`src/bdc_pkg.sv`:
```
// shared constants and types for the button debounce click detector
package bdc_pkg;

   // register widths
   localparam int unsigned TimeWidth = 32;
   localparam int unsigned CfgWidth  = 16;

   // result codes
   localparam logic [1:0] EVT_NONE   = 2'd0;
   localparam logic [1:0] EVT_SINGLE = 2'd1;
   localparam logic [1:0] EVT_DOUBLE = 2'd2;

   // configuration register indexes
   localparam logic CSR_DEBOUNCE     = 1'b0;
   localparam logic CSR_DOUBLE_CLICK = 1'b1;

   // reset values of the configuration registers
   localparam logic [CfgWidth-1:0] DebounceReset    = CfgWidth'(25);
   localparam logic [CfgWidth-1:0] DoubleClickReset = CfgWidth'(350);

   typedef logic [TimeWidth-1:0] time_ms_type;
   typedef logic [CfgWidth-1:0]  cfg_word_type;
   typedef logic [1:0]           click_event_type;

endpackage

```
`src/bdc_req_if.sv`:
```
// input channel: raw button level and timestamp of one poll
interface bdc_req_if
   import bdc_pkg::*;
();
   logic        valid;
   logic        ready;
   logic        button_level;
   time_ms_type now_ms;

   modport source (output valid, output button_level, output now_ms, input ready);
   modport sink   (input valid, input button_level, input now_ms, output ready);
endinterface

```
`src/bdc_rsp_if.sv`:
```
// result channel: click event of one poll
interface bdc_rsp_if
   import bdc_pkg::*;
();
   logic            valid;
   logic            ready;
   click_event_type click_event;

   modport source (output valid, output click_event, input ready);
   modport sink   (input valid, input click_event, output ready);
endinterface

```
`src/button_debounce_click_detector_unit.sv`:
```
// top level: debounce the button level and report single and double clicks
//
// Usage: every poll word on req_if carries the raw active-low pin level and a
// free-running millisecond timestamp. Each accepted poll yields exactly one
// word on rsp_if with click_event none, single or double, in poll order.
// The csr_ port writes debounce_ms (index 0) and double_click_ms (index 1);
// write it only while no poll is in flight.
// Path: an accepted poll waits in the input register, then the decision logic
// loads the result register.
// Throughput: one poll per cycle unless rsp_if stalls, set by the state
// update (two 32-bit wrapping subtracts and compares) between the registers.
// Reset: synchronous, active high; levels return to released, no click is
// pending, timers clear to 0 and the registers go to 25 and 350 ms.
// Stall: while rsp_if.ready is low the result holds; the input register
// still takes one more poll, then req_if.ready drops until the result leaves.
module button_debounce_click_detector_unit
   import bdc_pkg::*;
(
   input  logic         clock,
   input  logic         reset,
   bdc_req_if.sink      req_if,
   bdc_rsp_if.source    rsp_if,
   input  logic         csr_wr_en,
   input  logic         csr_index,
   input  cfg_word_type csr_wr_data
);

   // configuration registers
   cfg_word_type debounce_ms_ff, debounce_ms_in;
   cfg_word_type double_click_ms_ff, double_click_ms_in;

   // input register
   logic        s1_valid_ff, s1_valid_in;
   logic        s1_level_ff;
   time_ms_type s1_now_ff;

   // detector state
   logic        raw_level_ff, raw_level_in;
   logic        stable_level_ff, stable_level_in;
   time_ms_type change_time_ff, change_time_in;
   logic        pending_ff, pending_in;
   time_ms_type first_press_ff, first_press_in;

   // result register
   logic            out_valid_ff, out_valid_in;
   click_event_type out_event_ff, out_event_in;

   // decision logic signals
   logic            out_free;
   logic            s1_adv;
   logic            level_changed;
   time_ms_type     debounce_diff;
   time_ms_type     press_diff;
   logic            settled;
   logic            new_press;
   logic            in_window;
   click_event_type evt;

   // handshake
   assign out_free     = !out_valid_ff || rsp_if.ready;
   assign s1_adv       = s1_valid_ff && out_free;
   assign req_if.ready = !s1_valid_ff || out_free;
   assign rsp_if.valid       = out_valid_ff;
   assign rsp_if.click_event = out_event_ff;

   // configuration writes
   always_comb begin
      debounce_ms_in     = debounce_ms_ff;
      double_click_ms_in = double_click_ms_ff;
      if (csr_wr_en) begin
         unique case (csr_index)
            CSR_DEBOUNCE:     debounce_ms_in     = csr_wr_data;
            CSR_DOUBLE_CLICK: double_click_ms_in = csr_wr_data;
            default:          debounce_ms_in     = debounce_ms_ff;
         endcase
      end
   end

   // debounce and press detection
   assign level_changed = s1_level_ff != raw_level_ff;
   assign debounce_diff = level_changed ? '0 : (s1_now_ff - change_time_ff);
   assign settled       = debounce_diff > time_ms_type'(debounce_ms_ff);
   assign new_press     = settled && (s1_level_ff != stable_level_ff) && !s1_level_ff;
   assign press_diff    = s1_now_ff - first_press_ff;
   assign in_window     = press_diff <= time_ms_type'(double_click_ms_ff);

   // click state update and event choice
   always_comb begin
      raw_level_in    = raw_level_ff;
      stable_level_in = stable_level_ff;
      change_time_in  = change_time_ff;
      pending_in      = pending_ff;
      first_press_in  = first_press_ff;
      evt             = EVT_NONE;
      if (s1_adv) begin
         if (level_changed) begin
            raw_level_in   = s1_level_ff;
            change_time_in = s1_now_ff;
         end
         if (settled) begin
            stable_level_in = s1_level_ff;
         end
         priority if (new_press && pending_ff && in_window) begin
            pending_in = 1'b0;
            evt        = EVT_DOUBLE;
         end else if (new_press) begin
            pending_in     = 1'b1;
            first_press_in = s1_now_ff;
         end else if (pending_ff && !in_window) begin
            pending_in = 1'b0;
            evt        = EVT_SINGLE;
         end
      end
   end

   // pipeline next values
   always_comb begin
      s1_valid_in  = s1_adv ? 1'b0 : s1_valid_ff;
      if (req_if.valid && req_if.ready) begin
         s1_valid_in = 1'b1;
      end
      out_valid_in = out_valid_ff && !rsp_if.ready;
      out_event_in = out_event_ff;
      if (s1_adv) begin
         out_valid_in = 1'b1;
         out_event_in = evt;
      end
   end

   // control and state registers
   always_ff @(posedge clock) begin
      if (reset) begin
         debounce_ms_ff     <= DebounceReset;
         double_click_ms_ff <= DoubleClickReset;
         s1_valid_ff        <= 1'b0;
         out_valid_ff       <= 1'b0;
         raw_level_ff       <= 1'b1;
         stable_level_ff    <= 1'b1;
         change_time_ff     <= '0;
         pending_ff         <= 1'b0;
         first_press_ff     <= '0;
      end else begin
         debounce_ms_ff     <= debounce_ms_in;
         double_click_ms_ff <= double_click_ms_in;
         s1_valid_ff        <= s1_valid_in;
         out_valid_ff       <= out_valid_in;
         raw_level_ff       <= raw_level_in;
         stable_level_ff    <= stable_level_in;
         change_time_ff     <= change_time_in;
         pending_ff         <= pending_in;
         first_press_ff     <= first_press_in;
      end
   end

   // payload registers
   always_ff @(posedge clock) begin
      out_event_ff <= out_event_in;
      if (req_if.valid && req_if.ready) begin
         s1_level_ff <= req_if.button_level;
         s1_now_ff   <= req_if.now_ms;
      end
   end

`ifndef ASSERT_OFF
   // a double click always clears the pending single click
   a_double_clears: assert property (@(posedge clock) disable iff (reset)
      (s1_adv && evt == EVT_DOUBLE) |=> !pending_ff)
      else $error("pending click survived a double click");

   // a single click is only reported from a pending click
   a_single_needs_pending: assert property (@(posedge clock) disable iff (reset)
      (s1_adv && evt == EVT_SINGLE) |-> pending_ff)
      else $error("single click without a pending press");

   // a stalled result keeps the poll waiting in the input register
   a_stall_holds_input: assert property (@(posedge clock) disable iff (reset)
      (s1_valid_ff && out_valid_ff && !rsp_if.ready) |=> s1_valid_ff)
      else $error("poll lost while the result was stalled");

   // input side is only blocked when the input register is occupied
   a_ready_low_full: assert property (@(posedge clock) disable iff (reset)
      !req_if.ready |-> (s1_valid_ff && out_valid_ff))
      else $error("input blocked without a reason");

   // a newly armed click starts its window at the poll time
   a_arm_time: assert property (@(posedge clock) disable iff (reset)
      (s1_adv && new_press && !pending_ff) |=> (pending_ff && first_press_ff == $past(s1_now_ff)))
      else $error("pending click armed with a wrong time");
`endif

endmodule
```
`src/flat_wrapper.sv`:
```
// flat-port wrapper written by rule: the top's interface ports become plain ports
module button_debounce_click_detector_unit_flat import bdc_pkg::*;
  (clock, reset, csr_wr_en, csr_index, csr_wr_data, req_if_valid, req_if_button_level, req_if_now_ms, req_if_ready, rsp_if_valid, rsp_if_click_event, rsp_if_ready);
  bdc_req_if req_if_i ();
  bdc_rsp_if rsp_if_i ();
  input  logic clock;
  input  logic reset;
  input  logic csr_wr_en;
  input  logic csr_index;
  input  cfg_word_type csr_wr_data;
  input wire logic [$bits(req_if_i.valid)-1:0] req_if_valid;
  input wire logic [$bits(req_if_i.button_level)-1:0] req_if_button_level;
  input wire logic [$bits(req_if_i.now_ms)-1:0] req_if_now_ms;
  output wire logic [$bits(req_if_i.ready)-1:0] req_if_ready;
  output wire logic [$bits(rsp_if_i.valid)-1:0] rsp_if_valid;
  output wire logic [$bits(rsp_if_i.click_event)-1:0] rsp_if_click_event;
  input wire logic [$bits(rsp_if_i.ready)-1:0] rsp_if_ready;
  assign req_if_i.valid = req_if_valid;
  assign req_if_i.button_level = req_if_button_level;
  assign req_if_i.now_ms = req_if_now_ms;
  assign req_if_ready = req_if_i.ready;
  assign rsp_if_valid = rsp_if_i.valid;
  assign rsp_if_click_event = rsp_if_i.click_event;
  assign rsp_if_i.ready = rsp_if_ready;
  button_debounce_click_detector_unit u_core (.clock(clock), .reset(reset), .req_if(req_if_i), .rsp_if(rsp_if_i), .csr_wr_en(csr_wr_en), .csr_index(csr_index), .csr_wr_data(csr_wr_data));
endmodule
```
`config.mk`:
```
export PLATFORM = sky130hd
export DESIGN_NAME = button_debounce_click_detector_unit_flat
export DESIGN_NICKNAME = d
export VERILOG_FILES = /design/src/bdc_pkg.sv /design/src/bdc_req_if.sv /design/src/bdc_rsp_if.sv /design/src/button_debounce_click_detector_unit.sv /design/src/flat_wrapper.sv
export SDC_FILE = /design/constraint.sdc
export NUM_CORES = 1
export LEC_CHECK = 0
export ABC_AREA = 1
export BUFFER_PORTS_ARGS = -buffer_cell sky130_fd_sc_hd__clkbuf_2
export CAP_MARGIN = 40
export CORE_MARGIN = 2
export CORE_UTILIZATION = 40
export CTS_BUF_LIST = sky130_fd_sc_hd__clkbuf_16
export CTS_CLUSTER_SIZE = 30
export DETAILED_ROUTE_END_ITERATION = 10
export PLACE_DENSITY_LB_ADDON = 0.2
export RECOVER_POWER = 100
export SYNTH_ARGS = -nofsm -noshare
export SYNTH_HDL_FRONTEND = slang
export SYNTH_SLANG_ARGS = --single-unit
```
`constraint.sdc`:
```
create_clock -name clock -period 8.3 [get_ports clock]
set_input_delay 0.415 -clock clock [delete_from_list [all_inputs] [get_ports clock]]
set_output_delay 0.415 -clock clock [all_outputs]
set_load 0.02 [all_outputs]
```
* Word level (Yosys, flattened, before mapping) *
Index checks and enable logic that the tools add are counted.

operators by class
  add/sub/neg operators = 2
  order comparisons = 2
  equal/unequal tests = 2
  multiplexer cells = 9
  bitwise gates (word level) = 2
  reductions and logical operators = 24

operator list
  cell               count
  $sub 32x32->32     2
  $gt 32x16->1       1
  $le 32x16->1       1
  $mux 32            1
  $reduce_and 2->1   5
  $logic_and 1x1->1  8
  $mux 1             7
  $logic_not 1->1    5
  $reduce_and 3->1   1
  $reduce_bool 3->1  1
  $logic_or 1x1->1   2
  $mux 2             1
  $ne 1x1->1         2
  $not 1->1          2
  $reduce_bool 2->1  1
  $reduce_or 2->1    1

storage, ports and cells
  flip-flop bits (word level) = 136
  bits of input ports = 55
  output and inout bits = 4
  logic and storage cells = 54

* Depth between registers and ports, before layout *
  word-level depth = 9
  depth in mapped cells = 30
  gate-level depth less buffers = 29

* Least setup slack after synthesis *
Ideal clock, no wire load.

  path kind = flip-flop to flip-flop
  from = register u_core.s1_now_ff[0]
  to = register u_core.first_press_ff[10]
  library setup time = 0.113 ns
  data arrival time = 3.103 ns
  data required time = 8.187 ns
  setup slack = 5.084 ns
  cell stages (with the launch flop) = 27
  path buffers = 1
  period minus slack after synthesis = 3.216 ns
  cell sequence = edfxtp_1 inv_1 ha_1 inv_1 fa_1 nand2_1 nand3_1 nand3_1 nand2_2 nand2_1 nand2_2 xor2_1 ha_1 nand4_1 nor2_1 nand3_1 nand2_1 nand2_1 nor2_1 nand3_1 nor3_1 nand2_1 nor2_2 nor2_4 buf_6 nor2_1 nor2_1

on the way
  cells in the longest elaborated chain, start to end = 9
  elaborated cells on any way between the ends = 11
  classes of those cells = add/sub: 2; order compare: 2; mux: 1; bitwise: 1; reduce/logical: 5

ends and longest elaborated chain
  item                                 line                                        RTL
  start: declaration                   button_debounce_click_detector_unit.sv:35   time_ms_type s1_now_ff;
  start signal: assignment             button_debounce_click_detector_unit.sv:160  s1_now_ff <= req_if.now_ms;
  $sub 32x32->32                       button_debounce_click_detector_unit.sv:81   assign debounce_diff = level_changed ? '0 : (s1_now_ff - change_time_ff);
  $mux 32                              button_debounce_click_detector_unit.sv:81
  $gt 32x16->1                         button_debounce_click_detector_unit.sv:82   assign settled = debounce_diff > time_ms_type'(debounce_ms_ff);
  $logic_and 1x1->1 (2 in series)      button_debounce_click_detector_unit.sv:83   assign new_press = settled && (s1_level_ff != stable_level_ff) && !s1_level_ff;
  $logic_and 1x1->1 (2 in series)      button_debounce_click_detector_unit.sv:103  priority if (new_press && pending_ff && in_window) begin
  $not 1->1 (no source line)           n/a
  $reduce_and 3->1 (no source line) *  n/a
  end signal: assignment               button_debounce_click_detector_unit.sv:151  first_press_ff <= first_press_in;
  end: declaration                     button_debounce_click_detector_unit.sv:42   time_ms_type first_press_ff, first_press_in;

Mark *: on every way between the ends. The rest lies on a longest branch, timed or not.
A chain may end at the register's enable or synchronous reset.

* Worst setup path after layout *
  from = register u_core.s1_now_ff[1]
  to = register u_core.first_press_ff[24]

Same word-level chain as after synthesis.

==> results.json <==
{
  "gp_congestion": 0.9153,
  "cts_tree": "built",
  "numCtsBuffers": 17,
  "path_buf_inv": 2,
  "violations": "max-capacitance violations, max-slew violations",
  "setup_violations": 0,
  "cpMaxStageDelayCell": "nor2_1",
  "die_area_um2": 27820,
  "synth.distinct_cells": 37,
  "worstMarginPinSlew_ps": 3682,
  "clock_power_share": 0.334,
  "crit_required_ps": 8610,
  "p_leak_nw": 5.995,
  "final_cell_mix": "490 x nand2_1, 327 x inv_1, 189 x nor2_1, 127 x a21oi_1, 114 x nand3_1",
  "cp.depth": 26,
  "cp-end-kind": "flop",
  "switching_share": 0.3701,
  "cts-hold-fix-buffers": 0,
  "pwr_density_cell_nw_per_um2": 184.1,
  "critical_path_class": "reg2reg",
  "hpwl_mm": 25.11,
  "holdWs_ps": 164.4,
  "worst_slack_ps": 2848,
  "core_area_um2": 26060,
  "cts_setup_buffers": 0,
  "status": "finished with violations",
  "critical_path.top_delay_family": "simple AND/OR/NAND/NOR gates",
  "die_y_um": 166.8,
  "wl_per_cell_um": 14.64,
  "grt_remaining_overflow": 0,
  "combPwrFrac": 0.315,
  "yosys_register_bits": 136,
  "ant_nets": 0,
  "drive_gt1_frac": 0.05458,
  "pre_cts_slack_ps": 4044,
  "grt_setup_unrepaired": "false",
  "final-hold-violation-count": 0,
  "seq_area_frac_synth": 0.2899,
  "netlist_area_um2": 10600,
  "syn_nets": 1845,
  "grt_max_degree": 96,
  "fin_skew_ps": 12.08,
  "fin_area_um2": 11730,
  "insertedDiodeCount": 0,
  "first_iter_violations": 852,
  "fmax_mhz": 183.4,
  "grt_first_pass_wirelength_mm": 49.27,
  "synthCells": 1694,
  "final_common_cell": "nand2_1",
  "antenna_found_initial": 0,
  "ioPinCount": 59,
  "grt_use_total": 0.2218,
  "crit_top_cell": "nand2_1",
  "grt_pass1_vias": 9559,
  "first_pass_iters": 5,
  "cpPeakStageDelay_ps": 1580,
  "fin_crit_ps": 5452,
  "finalCritPeriodShare": 0.6569,
  "syn_to_final_growth_pct": 10.67,
  "internal_power_mw": 1.360,
  "switchingPower_mw": 0.7995,
  "relSlewSlack": -1.455,
  "syn_area_per_cell_um2": 6.257,
  "start_kind": "flop",
  "die-width_um": 166.8,
  "dpl-instance-area_um2": 11240,
  "ir_drop_v": 0.0001461,
  "clk_pin_slew_worst_paths_ps": 70,
  "cts-resized-gates": 0,
  "drc_errors": 0,
  "worstPathMaxFanout": 33,
  "insertion_delay_ps": 420,
  "cts.htree.levels": 4,
  "hold_class": "in2reg",
  "max-clock-path-buffers": 2,
  "tns_ps": 0,
  "port-buffer-count": 58,
  "worstPathArrival_ps": 5760,
  "nets": 1897,
  "slew_violations": 164,
  "routed_via_density": 4.897,
  "clock-sinks": 136,
  "wl_mm": 30.65,
  "vias": 10250,
  "hold_depth": 1,
  "rr_worst_depth": 26,
  "ys_warn_count": 0,
  "finish.utilization": 0.4501,
  "maxCapViolCount": 3,
  "core.rowCount": 59,
  "start_util": 0.4067,
  "sequentialPowerShare": 0.351,
  "root_buffer": "clkbuf_16"
}
power by group through the flow:
stage	combinational, mW	clock [mW]	sequential [mW]
2_1_floorplan	0.505	0	0.758
3_3_place_gp	0.667	0	0.770
3_5_place_dp	0.676	0	0.770
4_1_cts	0.681	0.735	0.756
5_1_grt	0.786	0.767	0.761
6_report	0.681	0.722	0.757
cell usage after synthesis (all sizes together):
library cell / n / share of area
o21a: 1 / 0.00071
and2: 4 / 0.0024
a31oi: 1 / 0.00059
and3: 2 / 0.0012
fa: 2 / 0.0038
nand4: 20 / 0.012
nor2: 195 / 0.072
edfxtp: 35 / 0.099
dfxtp: 101 / 0.19
or2: 3 / 0.0018
xnor2: 8 / 0.0066
a21oi: 127 / 0.060
o21bai: 7 / 0.0050
o21ai: 81 / 0.038
nand3b: 7 / 0.0050
a21o: 2 / 0.0014
nand2: 492 / 0.17
inv: 330 / 0.12
nand3: 117 / 0.057
clkinv: 2 / 0.00071
o211ai: 9 / 0.0064
clkbuf: 19 / 0.0067
nor3: 9 / 0.0047
xor2: 14 / 0.012
buf: 12 / 0.0094
ha: 94 / 0.11
metal layers:
layer | track usage | wire length [µm] | vias to the layer above
met5 | 0 | 0 | -
met4 | 0.07421 | 811 | 0
met3 | 0.02662 | 1223 | 40
met2 | 0.3462 | 13090 | 259
met1 | 0.3180 | 15530 | 4537
li1 | - | - | 5418
kinds of logic after synthesis:
logic type | after synthesis | synth area share
AND/OR/NAND/NOR | 849 | 0.3311
buffers and inverters | 363 | 0.1338
AO/OA/AOI/OAI | 228 | 0.1123
flip-flops | 136 | 0.2899
adder cells (fa/ha/maj) | 96 | 0.1147
XOR/XNOR | 22 | 0.01818
final cells by class:
type | instances | area, µm²
Fill cell | 2759 | 14330
Multi-Input combinational cell | 1195 | 6093
Timing Repair Buffer | 64 | 336.6
Clock inverter | 15 | 136.4
Inverter | 332 | 1246
Clock buffer | 17 | 425.4
Tap cell | 335 | 419.2
Sequential cell | 136 | 3073
per-stage QoR:
stage	total power [mW]	instances
finish	2.160	2094
global route	2.313	2094
CTS	2.172	2094
detailed placement	1.446	2062
global placement	1.437	2059
floorplan	1.263	1694
registers in the layout, summed over array words and instances (netlist names), 2 cells and up:
signal	cells
u_core.rsp_if.click_event	2
u_core.double_click_ms_ff	16
u_core.change_time_ff	32
u_core.first_press_ff	32
u_core.s1_now_ff	32
u_core.debounce_ms_ff	16
path summary, 6_finish.rpt:
check	startpoint	end	slack (ps)
worst max register to register	u_core.s1_now_ff[1]	u_core.first_press_ff[24]	2850
worst min register to register	u_core.s1_valid_ff	u_core.rsp_if.valid	470
worst max-delay path	u_core.s1_now_ff[1]	u_core.first_press_ff[24]	2850
worst min-delay path	req_if_now_ms[9]	u_core.s1_now_ff[9]	160
Note: power is estimated with default switching activity, not from simulation.
